`config.mk`:
```
export PLATFORM = sky130hd
export DESIGN_NAME = rtc_back_flat
export DESIGN_NICKNAME = d
export VERILOG_FILES = /design/src/sv/rtc_pkg.sv /design/src/sv/rtc_if.sv /design/src/sv/rtc_back.sv /design/src/flat_wrapper.sv
export SDC_FILE = /design/constraint.sdc
export NUM_CORES = 2
export LEC_CHECK = 0
export BUFFER_PORTS_ARGS = -buffer_cell sky130_fd_sc_hd__buf_2
export CAP_MARGIN = 5
export CORE_ASPECT_RATIO = 0.6
export CORE_MARGIN = 3
export CORE_UTILIZATION = 60
export DETAILED_ROUTE_END_ITERATION = 6
export MAX_ROUTING_LAYER = met4
export PLACE_DENSITY = 0.79
export SYNTH_ARGS = -nofsm -noshare
export SYNTH_HDL_FRONTEND = slang
export SYNTH_SLANG_ARGS = --single-unit
```
`constraint.sdc`:
```
create_clock -name clk -period 26.3 [get_ports clk]
set_input_delay 5.26 -clock clk [delete_from_list [all_inputs] [get_ports clk]]
set_output_delay 5.26 -clock clk [all_outputs]
set_load 0.05 [all_outputs]
```
`src/sv/rtc_pkg.sv`:
```
`timescale 1ns / 1ps
// ----------------------------------------------------------------------------
// rtc_pkg
// Types and constants shared by the ray/triangle closest-hit unit.
// ----------------------------------------------------------------------------
package rtc_pkg;

    localparam int CFG_IDX_W = 3;
    localparam logic [31:0] T_MAX = 32'h7FFF_FFFF;

    typedef enum logic [CFG_IDX_W-1:0] {
        CFG_ORG_X = 3'd0,
        CFG_ORG_Y = 3'd1,
        CFG_ORG_Z = 3'd2,
        CFG_DIR_X = 3'd3,
        CFG_DIR_Y = 3'd4,
        CFG_DIR_Z = 3'd5,
        CFG_EPS   = 3'd6
    } cfg_idx_t;

    typedef struct packed {
        logic [31:0] x;
        logic [31:0] y;
        logic [31:0] z;
    } vec_t;

    typedef struct packed {
        vec_t        e0;
        vec_t        e1;
        vec_t        tv;
        logic [23:0] id;
        logic        new_ray;
    } job_t;

    typedef struct packed {
        logic valid;
        job_t job;
    } queue_out_t;

    typedef struct packed {
        vec_t        dir;
        logic [15:0] eps;
    } ray_t;

endpackage

```
`src/sv/rtc_if.sv`:
```


interface rtc_res_if;
    logic               valid;
    logic               ready;
    logic               took_hit;
    logic signed [31:0] hit_t;
    logic signed [31:0] nearest_t;
    logic [23:0]        nearest_id;
    logic               any_hit;

    modport source (output valid, took_hit, hit_t, nearest_t, nearest_id, any_hit,
                    input ready);
    modport sink (input valid, took_hit, hit_t, nearest_t, nearest_id, any_hit,
                  output ready);
endinterface


```
`src/sv/rtc_back.sv`:
```
`timescale 1ns / 1ps
// ----------------------------------------------------------------------------
// rtc_back
// Shared-multiplier sequencer, serial divider and nearest-hit tracking.
// ----------------------------------------------------------------------------
module rtc_back #(
    parameter int COORD_FRAC_BITS = 16
) (
    input  logic                clk,
    input  logic                rst_n,
    input  rtc_pkg::queue_out_t q_out,
    input  rtc_pkg::ray_t       ray,
    output logic                pop,
    rtc_res_if.source           result
);
    import rtc_pkg::*;

    localparam int DW     = 32 + COORD_FRAC_BITS;
    localparam int DCNT_W = $clog2(DW + 1);
    localparam int STEPS  = 24;

    typedef enum logic [2:0] {S_IDLE, S_MUL, S_CHK, S_DIV, S_DONE} state_t;

    typedef enum logic [3:0] {
        D_NONE, D_PV_X, D_PV_Y, D_PV_Z, D_DET, D_QV_X, D_QV_Y, D_QV_Z,
        D_NU, D_NV, D_NT
    } dest_t;

    typedef struct packed {
        logic  first;
        logic  neg;
        logic  last;
        dest_t dest;
    } step_t;

    state_t             state_reg;
    job_t               job_reg;
    logic [4:0]         cnt_reg;
    logic signed [63:0] mul_reg, acc_reg;
    vec_t               pv_reg, qv_reg;
    logic [31:0]        det_reg, nu_reg, nv_reg, nt_reg;
    logic [DW-1:0]      num_reg, q_reg;
    logic [32:0]        rem_reg;
    logic [31:0]        dvs_reg;
    logic [DCNT_W-1:0]  dcnt_reg;
    logic               hit_reg;
    logic [31:0]        best_t_reg;
    logic [23:0]        best_id_reg;
    logic               have_reg;

    logic               out_valid_reg, out_took_reg, out_any_reg;
    logic [31:0]        out_hit_t_reg, out_near_t_reg;
    logic [23:0]        out_near_id_reg;

    logic [31:0]        op_a, op_b;
    step_t              info;
    logic signed [63:0] prod_sh, sum_next;
    logic               det_neg, reject;
    logic [31:0]        det_abs, nt_abs;
    logic signed [33:0] nu_a, nv_a;
    logic [32:0]        rem_sh;
    logic               q_bit;
    logic [31:0]        t_sat, base_t;
    logic               took;
    logic               slot_free;

    function automatic step_t step_info(input logic [4:0] s);
        step_t r;
        r = '{first: 1'b0, neg: 1'b0, last: 1'b0, dest: D_NONE};
        case (s)
            5'd0, 5'd2, 5'd4, 5'd6, 5'd9, 5'd11, 5'd13, 5'd15, 5'd18, 5'd21:
                r.first = 1'b1;
            default: ;
        endcase
        case (s)
            5'd1:  begin r.neg = 1'b1; r.last = 1'b1; r.dest = D_PV_X; end
            5'd3:  begin r.neg = 1'b1; r.last = 1'b1; r.dest = D_PV_Y; end
            5'd5:  begin r.neg = 1'b1; r.last = 1'b1; r.dest = D_PV_Z; end
            5'd8:  begin r.last = 1'b1; r.dest = D_DET; end
            5'd10: begin r.neg = 1'b1; r.last = 1'b1; r.dest = D_QV_X; end
            5'd12: begin r.neg = 1'b1; r.last = 1'b1; r.dest = D_QV_Y; end
            5'd14: begin r.neg = 1'b1; r.last = 1'b1; r.dest = D_QV_Z; end
            5'd17: begin r.last = 1'b1; r.dest = D_NU; end
            5'd20: begin r.last = 1'b1; r.dest = D_NV; end
            5'd23: begin r.last = 1'b1; r.dest = D_NT; end
            default: ;
        endcase
        step_info = r;
    endfunction

    function automatic logic [31:0] sat32(input logic signed [63:0] v);
        if (v > $signed(64'h0000_0000_7FFF_FFFF))
            sat32 = T_MAX;
        else if (v < $signed(64'hFFFF_FFFF_8000_0000))
            sat32 = 32'h8000_0000;
        else
            sat32 = v[31:0];
    endfunction

    // operand select for the shared multiplier
    always_comb
    begin
        case (cnt_reg)
            5'd0:  begin op_a = ray.dir.y;    op_b = job_reg.e1.z; end
            5'd1:  begin op_a = ray.dir.z;    op_b = job_reg.e1.y; end
            5'd2:  begin op_a = ray.dir.z;    op_b = job_reg.e1.x; end
            5'd3:  begin op_a = ray.dir.x;    op_b = job_reg.e1.z; end
            5'd4:  begin op_a = ray.dir.x;    op_b = job_reg.e1.y; end
            5'd5:  begin op_a = ray.dir.y;    op_b = job_reg.e1.x; end
            5'd6:  begin op_a = job_reg.e0.x; op_b = pv_reg.x;     end
            5'd7:  begin op_a = job_reg.e0.y; op_b = pv_reg.y;     end
            5'd8:  begin op_a = job_reg.e0.z; op_b = pv_reg.z;     end
            5'd9:  begin op_a = job_reg.tv.y; op_b = job_reg.e0.z; end
            5'd10: begin op_a = job_reg.tv.z; op_b = job_reg.e0.y; end
            5'd11: begin op_a = job_reg.tv.z; op_b = job_reg.e0.x; end
            5'd12: begin op_a = job_reg.tv.x; op_b = job_reg.e0.z; end
            5'd13: begin op_a = job_reg.tv.x; op_b = job_reg.e0.y; end
            5'd14: begin op_a = job_reg.tv.y; op_b = job_reg.e0.x; end
            5'd15: begin op_a = job_reg.tv.x; op_b = pv_reg.x;     end
            5'd16: begin op_a = job_reg.tv.y; op_b = pv_reg.y;     end
            5'd17: begin op_a = job_reg.tv.z; op_b = pv_reg.z;     end
            5'd18: begin op_a = ray.dir.x;    op_b = qv_reg.x;     end
            5'd19: begin op_a = ray.dir.y;    op_b = qv_reg.y;     end
            5'd20: begin op_a = ray.dir.z;    op_b = qv_reg.z;     end
            5'd21: begin op_a = job_reg.e1.x; op_b = qv_reg.x;     end
            5'd22: begin op_a = job_reg.e1.y; op_b = qv_reg.y;     end
            5'd23: begin op_a = job_reg.e1.z; op_b = qv_reg.z;     end
            default: begin op_a = '0; op_b = '0; end
        endcase
    end

    always_comb
    begin
        info     = step_info(cnt_reg - 5'd1);
        prod_sh  = mul_reg >>> COORD_FRAC_BITS;
        sum_next = (info.first ? 64'sd0 : acc_reg) + (info.neg ? -prod_sh : prod_sh);
    end

    always_comb
    begin
        det_neg = det_reg[31];
        det_abs = det_neg ? (~det_reg + 32'd1) : det_reg;
        nt_abs  = nt_reg[31] ? (~nt_reg + 32'd1) : nt_reg;
        nu_a    = det_neg ? -34'(signed'(nu_reg)) : 34'(signed'(nu_reg));
        nv_a    = det_neg ? -34'(signed'(nv_reg)) : 34'(signed'(nv_reg));
        reject  = (det_reg == 32'd0) || (det_abs < {16'd0, ray.eps}) || nu_a[33] || nv_a[33]
                  || ((nu_a + nv_a) > $signed({2'b00, det_abs}))
                  || (nt_reg[31] != det_neg);
    end

    always_comb
    begin
        rem_sh = {rem_reg[31:0], num_reg[DW-1]};
        q_bit  = (rem_sh >= {1'b0, dvs_reg});
        t_sat  = (q_reg > DW'(T_MAX)) ? T_MAX : q_reg[31:0];
        base_t = job_reg.new_ray ? T_MAX : best_t_reg;
        took   = hit_reg && (q_reg != '0) && ($signed(t_sat) < $signed(base_t));
        slot_free = !out_valid_reg || result.ready;
    end

    assign pop = (state_reg == S_IDLE) && q_out.valid;

    always_ff @(posedge clk or negedge rst_n)
    begin
        if (!rst_n)
        begin
            state_reg     <= S_IDLE;
            cnt_reg       <= '0;
            dcnt_reg      <= '0;
            best_t_reg    <= T_MAX;
            best_id_reg   <= '0;
            have_reg      <= 1'b0;
            out_valid_reg <= 1'b0;
        end
        else
        begin
            if (out_valid_reg && result.ready && (state_reg != S_DONE))
                out_valid_reg <= 1'b0;
            case (state_reg)
                S_IDLE:
                begin
                    if (q_out.valid)
                    begin
                        job_reg   <= q_out.job;
                        cnt_reg   <= '0;
                        state_reg <= S_MUL;
                    end
                end
                S_MUL:
                begin
                    if (cnt_reg < 5'(STEPS))
                        mul_reg <= $signed(op_a) * $signed(op_b);
                    if (cnt_reg != 5'd0)
                    begin
                        acc_reg <= sum_next;
                        case (info.dest)
                            D_PV_X: pv_reg.x <= sat32(sum_next);
                            D_PV_Y: pv_reg.y <= sat32(sum_next);
                            D_PV_Z: pv_reg.z <= sat32(sum_next);
                            D_DET:  det_reg  <= sat32(sum_next);
                            D_QV_X: qv_reg.x <= sat32(sum_next);
                            D_QV_Y: qv_reg.y <= sat32(sum_next);
                            D_QV_Z: qv_reg.z <= sat32(sum_next);
                            D_NU:   nu_reg   <= sat32(sum_next);
                            D_NV:   nv_reg   <= sat32(sum_next);
                            D_NT:   nt_reg   <= sat32(sum_next);
                            default: ;
                        endcase
                    end
                    cnt_reg <= cnt_reg + 5'd1;
                    if (cnt_reg == 5'(STEPS))
                        state_reg <= S_CHK;
                end
                S_CHK:
                begin
                    hit_reg  <= !reject;
                    q_reg    <= '0;
                    rem_reg  <= '0;
                    dvs_reg  <= det_abs;
                    num_reg  <= {nt_abs, {COORD_FRAC_BITS{1'b0}}};
                    dcnt_reg <= DCNT_W'(DW);
                    state_reg <= reject ? S_DONE : S_DIV;
                end
                S_DIV:
                begin
                    rem_reg  <= q_bit ? (rem_sh - {1'b0, dvs_reg}) : rem_sh;
                    q_reg    <= {q_reg[DW-2:0], q_bit};
                    num_reg  <= {num_reg[DW-2:0], 1'b0};
                    dcnt_reg <= dcnt_reg - DCNT_W'(1);
                    if (dcnt_reg == DCNT_W'(1))
                        state_reg <= S_DONE;
                end
                S_DONE:
                begin
                    if (slot_free)
                    begin
                        best_t_reg      <= took ? t_sat : base_t;
                        best_id_reg     <= took ? job_reg.id
                                                : (job_reg.new_ray ? 24'd0 : best_id_reg);
                        have_reg        <= took || (have_reg && !job_reg.new_ray);
                        out_valid_reg   <= 1'b1;
                        out_took_reg    <= took;
                        out_hit_t_reg   <= took ? t_sat : 32'd0;
                        out_near_t_reg  <= took ? t_sat : base_t;
                        out_near_id_reg <= took ? job_reg.id
                                                : (job_reg.new_ray ? 24'd0 : best_id_reg);
                        out_any_reg     <= took || (have_reg && !job_reg.new_ray);
                        state_reg       <= S_IDLE;
                    end
                end
                default: state_reg <= S_IDLE;
            endcase
        end
    end

    assign result.valid      = out_valid_reg;
    assign result.took_hit   = out_took_reg;
    assign result.hit_t      = out_hit_t_reg;
    assign result.nearest_t  = out_near_t_reg;
    assign result.nearest_id = out_near_id_reg;
    assign result.any_hit    = out_any_reg;

endmodule

```
`src/flat_wrapper.sv`:
```
// flat-port wrapper written by rule: the top's interface ports become plain ports
module rtc_back_flat import rtc_pkg::*;
#(
    parameter int COORD_FRAC_BITS = 16
)
  (clk, rst_n, q_out, ray, pop, result_valid, result_took_hit, result_hit_t, result_nearest_t, result_nearest_id, result_any_hit, result_ready);
  rtc_res_if result_i ();
  input  logic clk;
  input  logic rst_n;
  input  rtc_pkg::queue_out_t q_out;
  input  rtc_pkg::ray_t ray;
  output logic pop;
  output wire logic [$bits(result_i.valid)-1:0] result_valid;
  output wire logic [$bits(result_i.took_hit)-1:0] result_took_hit;
  output wire logic [$bits(result_i.hit_t)-1:0] result_hit_t;
  output wire logic [$bits(result_i.nearest_t)-1:0] result_nearest_t;
  output wire logic [$bits(result_i.nearest_id)-1:0] result_nearest_id;
  output wire logic [$bits(result_i.any_hit)-1:0] result_any_hit;
  input wire logic [$bits(result_i.ready)-1:0] result_ready;
  assign result_valid = result_i.valid;
  assign result_took_hit = result_i.took_hit;
  assign result_hit_t = result_i.hit_t;
  assign result_nearest_t = result_i.nearest_t;
  assign result_nearest_id = result_i.nearest_id;
  assign result_any_hit = result_i.any_hit;
  assign result_i.ready = result_ready;
  rtc_back #(.COORD_FRAC_BITS(COORD_FRAC_BITS)) u_core (.clk(clk), .rst_n(rst_n), .q_out(q_out), .ray(ray), .pop(pop), .result(result_i));
endmodule
```
# After elaboration in Yosys (flattened, before gate mapping)
# Index checks and enable logic that the tools add are counted.
dict set report word_totals {
  register_bits 1084
  latchBits 0
  ram_bits 0
  rom_bits 0
  in_bits 429
  out_inout_bits 92
  elab_cells 223
  n_memories 0
}
dict set report op_classes {
  add_sub_neg 11
  mul 1
  div 0
  order_cmp 8
  n_eq_ne 64
  n_shift 0
  muxes 34
  n_bitwise 2
  reduce_logical 63
}
# op n
set op_table {}
lappend op_table {{one-hot mux 32 bit (12 select lines)} 2}
lappend op_table {{two-way mux 32 bit} 8}
lappend op_table {{one-hot mux 48 bit (2 select lines)} 2}
lappend op_table {{two-way mux 64 bit} 2}
lappend op_table {{== test 5 x 4 -> 1 bit (second input constant)} 16}
lappend op_table {{== test 5 bit (second input constant)} 14}
lappend op_table {{two-way mux 34 bit} 2}
lappend op_table {{negation 32 -> 34 bit} 2}
lappend op_table {{adder 32 x 1 -> 32 bit (second input constant)} 2}
lappend op_table {{adder 64 bit} 1}
lappend op_table {{> comparator 64 x 32 -> 1 bit (second input constant)} 1}
lappend op_table {{< comparator 64 x 32 -> 1 bit (second input constant)} 1}
lappend op_table {{multiplier 32 x 32 -> 64 bit} 1}
lappend op_table {{negation 48 -> 64 bit} 1}
lappend op_table {{inverter 32 bit} 2}
lappend op_table {{one-hot mux 32 bit (2 select lines)} 1}
lappend op_table {{> comparator 48 x 31 -> 1 bit (second input constant)} 1}
lappend op_table {{two-way mux 24 bit} 2}
lappend op_table {{nonzero test 48 bit} 1}
lappend op_table {{AND reduction 4 bit} 11}
lappend op_table {{one-hot mux 4 bit (10 select lines)} 1}
lappend op_table {{== test 5 x 3 -> 1 bit (second input constant)} 7}
lappend op_table {{adder 34 bit} 1}
lappend op_table {{> comparator 34 x 33 -> 1 bit} 1}
lappend op_table {{42 further kinds} 100}

# Longest topological paths before layout
dict set report depth {
  depth_word 11
  depth_mapped 41
}

# Worst setup path after synthesis
# OpenSTA, ideal clock, no wires.
dict set report synth_timing {
  kind {input-to-reg}
  start {input port q_out[313] (netlist name)}
  end {register u_core.job_reg[0] (netlist name) (enable)}
  t_arrival_ns 14.223
  t_required_ns 25.592
  path_slack_ns 11.369
  path_stages 2
  n_path_buf 0
  path_cell_list {nor4b_1 > and2_1}
}
dict set report synth_via {
  elab_chain_cells 1
}
# item line_no
set synth_lines {}
lappend synth_lines {{start: declaration} flat_wrapper.sv:10} ;# input rtc_pkg::queue_out_t q_out;
lappend synth_lines {{AND reduction 3 bit (no line)} n/a}
lappend synth_lines {{end signal: assignment} rtc_back.sv:184} ;# job_reg <= q_out.job;
lappend synth_lines {{end: declaration} rtc_back.sv:37} ;# job_t job_reg;
# No other way between the ends.
# A chain may end at the register's enable or synchronous reset.

# Worst setup path in the final report
dict set report layout_timing {
  start {input port ray[47] (netlist name)}
  end {register u_core.mul_reg[63] (data pin)}
}
dict set report layout_via {
  elab_chain_cells 2
}
# item line_no
set layout_lines {}
lappend layout_lines {{start: declaration} flat_wrapper.sv:11} ;# input rtc_pkg::ray_t ray;
lappend layout_lines {{one-hot mux 32 bit (12 select lines)} rtc_back.sv:103} ;# case (cnt_reg)
lappend layout_lines {{multiplier 32 x 32 -> 64 bit} rtc_back.sv:192} ;# mul_reg <= $signed(op_a) * $signed(op_b);
lappend layout_lines {{end signal: assignment} rtc_back.sv:192}
lappend layout_lines {{end: declaration} rtc_back.sv:39} ;# logic signed [63:0] mul_reg, acc_reg;
# No other way between the ends.

==> results_dict.tcl <==
set metrics [dict create \
    status "complete, but fails checks" \
    violations "design-rule violations" \
    tns_ps 0 \
    clk_latency_ps 770 \
    worstReg2RegEnd "u_core.mul_reg[63]" \
    power_density_mw_per_mm2 34.1 \
    r2r_setup_slack_ps 13900 \
    hold_class "reg2reg" \
    rsz0062_at_grt "no" \
    die_h_um 304 \
    setup_viol 0 \
    start_kind "primary input" \
    p_clk_frac 0.436 \
    synth_ff_type "edfxtp_1" \
    finalInstanceArea_mm2 0.0973 \
    post-dp-hpwl_um 241000 \
    drt_iter0_drc 11400 \
    start_util 0.609 \
    worst_clock_skew_ps 96.8 \
    drcViolationCount 35 \
    hold_depth 2 \
    cts-root-buf "clkbuf_16" \
    largest_reg_flops 313 \
    grt-ovfl-total 0 \
    drt_pass1_iterations 7 \
    yosysSeqAreaShare 0.352 \
    synth_area_leaders "edfxtp_1 (33%), fa_1 (24%), ha_1 (5.6%), inv_1 (5.2%), nand2_1 (4.5%)" \
    pin_count 521 \
    holdPathEnd "u_core.best_id_reg[2]" \
    yosysMostFrequentCell "inv_1" \
    fmax_ghz 0.0710 \
    dp_cells 10800 \
    p_int_mw 2.62 \
    stdcell_count 11000 \
    hold_viol_final 0 \
    finish.net_count 10900 \
    worst_pin_slew_ps 1340 \
    wirelength_um 317000 \
    grt_pass1_wl_um 461000 \
    critPathMaxFanout 22 \
    slew_headroom 0.105 \
    cts_buffers 96 \
    via_per_inst 6.41 \
    postCtsSetupRepairBufs 0 \
    h-tree-depth 3 \
    p_leak_nw 41.2 \
    power.switching_mw 0.705 \
    r2r_cells 31 \
    place_congestion 1.06 \
    hold_buffers 0 \
    netlist_area_mm2 0.0888 \
    via_count 70500 \
    post_cts_resized 0 \
    cts_tree "built" \
    fill_cells 11100 \
    swShare 0.212 \
    async_flop_share 0.0684 \
    timing.rr.start "u_core.cnt_reg[2]" \
    period_share 0.536 \
    slew_violations 0 \
    grt_max_degree 145 \
    die_w_um 503 \
    post_drt_wl_per_cell_um 28.8 \
    peakVddDrop_uv 59.9 \
    grt_use_total 0.427 \
    clock_path_buffers 3 \
    maxCapViolations 0 \
    antenna_found_initial 22 \
    io_buffers 520 \
    seqPwrFrac 0.546 \
    dieArea_mm2 0.153 \
    drive_above_1_share 0.113 \
    period_minus_slack_ps 14090 \
    crit_type "in2reg" \
    synth_largest_area_cell "edfxtp_1" \
    critical_path_required_ps 26830 \
    areaGrowthSynthToFinish_pct 9.51 \
    synth_edf_count 980 \
    clk_pin_slew_worst_paths_ps 110 \
    antenna_left 0 \
    cp_data_arrival_time_ps 14620 \
    yosys_register_bits 1052 \
    grt_pass1_vias 69400 \
    min_from "u_core.job_reg[3]" \
    core_area_mm2 0.146 \
    synth_common_cells "inv_1 (1230), fa_1 (1084), nand2_1 (1055)" \
    yosys_warnings 0 \
    syn-mean-instance-area_um2 10.3 \
    post_dp_cell_area_mm2 0.0941 \
    row_count 108 \
    ys_types 98 \
    yosysTopAreaCellShare 0.331 \
    synthCells 8607 \
    p_comb_frac 0.017 \
    clock-sinks 1052 \
    end_kind "register" \
]
-- area by class of cell --
cell class              instances  area (µm²)  area share
multi-input cells            5911       52000       0.534
flip-flops and latches       1052       31300       0.322
inverters                    1232        4620      0.0475
repair buffers                677        3800      0.0390
clock buffers                 117        2500      0.0257
well taps                    1925        2410      0.0248
clock inverters                60         644     0.00663
diodes                         20        50.0    0.000515
-- kinds of logic after synthesis --
| kind of cell | after synthesis | synth area share |
|---|---|---|
| compound gates | 1334 | 0.101 |
| xor+xnor | 329 | 0.0324 |
| fa+ha+maj | 1484 | 0.301 |
| buf+inv | 1645 | 0.0705 |
| flops | 1052 | 0.352 |
| mux | 55 | 0.00635 |
| other cells | 1 | 0.0000422 |
| simple gates | 2707 | 0.137 |
-- cells in the final DEF (no fill, tap or decap), drive strengths merged, types with 126 or more instances in the layout --
cell type / count
ha: 400
a22oi: 186
nor3: 146
edfxtp: 980
a21o: 146
nand2: 1056
nor2: 822
and2: 126
fa: 1084
a21oi: 286
buf: 677
xor2: 126
xnor2: 203
inv: 1235
o21ai: 294
-- how the worst max path moves through the flow --
stage,end,depth (start not counted),from,slack (ps)
2_1_floorplan,u_core.job_reg[0],2,q_out[313],11370
3_3_place_gp,u_core.mul_reg[63],28,ray[47],11630
3_5_place_dp,u_core.mul_reg[63],28,ray[47],11590
4_1_cts,u_core.mul_reg[63],28,ray[47],12400
5_1_grt,u_core.mul_reg[63],28,ray[47],11930
6_report,u_core.mul_reg[63],28,ray[47],12210
-- per-stage QoR --
stage          power [mW]  worst slack [ps]  hold slack [ps]   util
2_1_floorplan        1.86             11370              450      -
3_3_place_gp         1.91             11630              459  0.645
3_5_place_dp         1.91             11590              480  0.645
4_1_cts              3.33             12400              485  0.667
5_1_grt              3.40             11930              518  0.667
6_report             3.32             12210              482  0.667
-- per-layer routing --
layer	part of all wire	global-route usage	routed length, µm
met1	0.40	0.601	126000
met2	0.37	0.523	119000
met3	0.18	0.215	57800
met4	0.047	0.152	14900
met5	0	-	0
-- power groups by stage --
stage / Sequential [mW] / Combinational [mW] / Clock, mW
3_3_place_gp: 1.85 / 0.0549 / 0
5_1_grt: 1.81 / 0.0626 / 1.52
6_report: 1.81 / 0.0570 / 1.45
3_5_place_dp: 1.85 / 0.0564 / 0
4_1_cts: 1.81 / 0.0569 / 1.46
2_1_floorplan: 1.85 / 0.0134 / 0
-- critical path, stage by stage --
cell and delay (ps):
buf_2 100, nand2_1 60, nand4_1 290, or3_1 450
buf_4 250, nand2_1 250, fa_1 600, fa_1 820
fa_1 1290, inv_1 310, fa_1 590, fa_1 440
fa_1 540, inv_1 70, fa_1 540, inv_1 60
fa_1 490, ha_1 380, a21o_1 250, a21o_1 190
a21oi_1 170, o21ai_0 90, a21o_1 180, a21o_1 180
a21oi_1 170, o31ai_1 190, mux2i_1 160, and4_1 180
(Power assumes the default switching activity.)
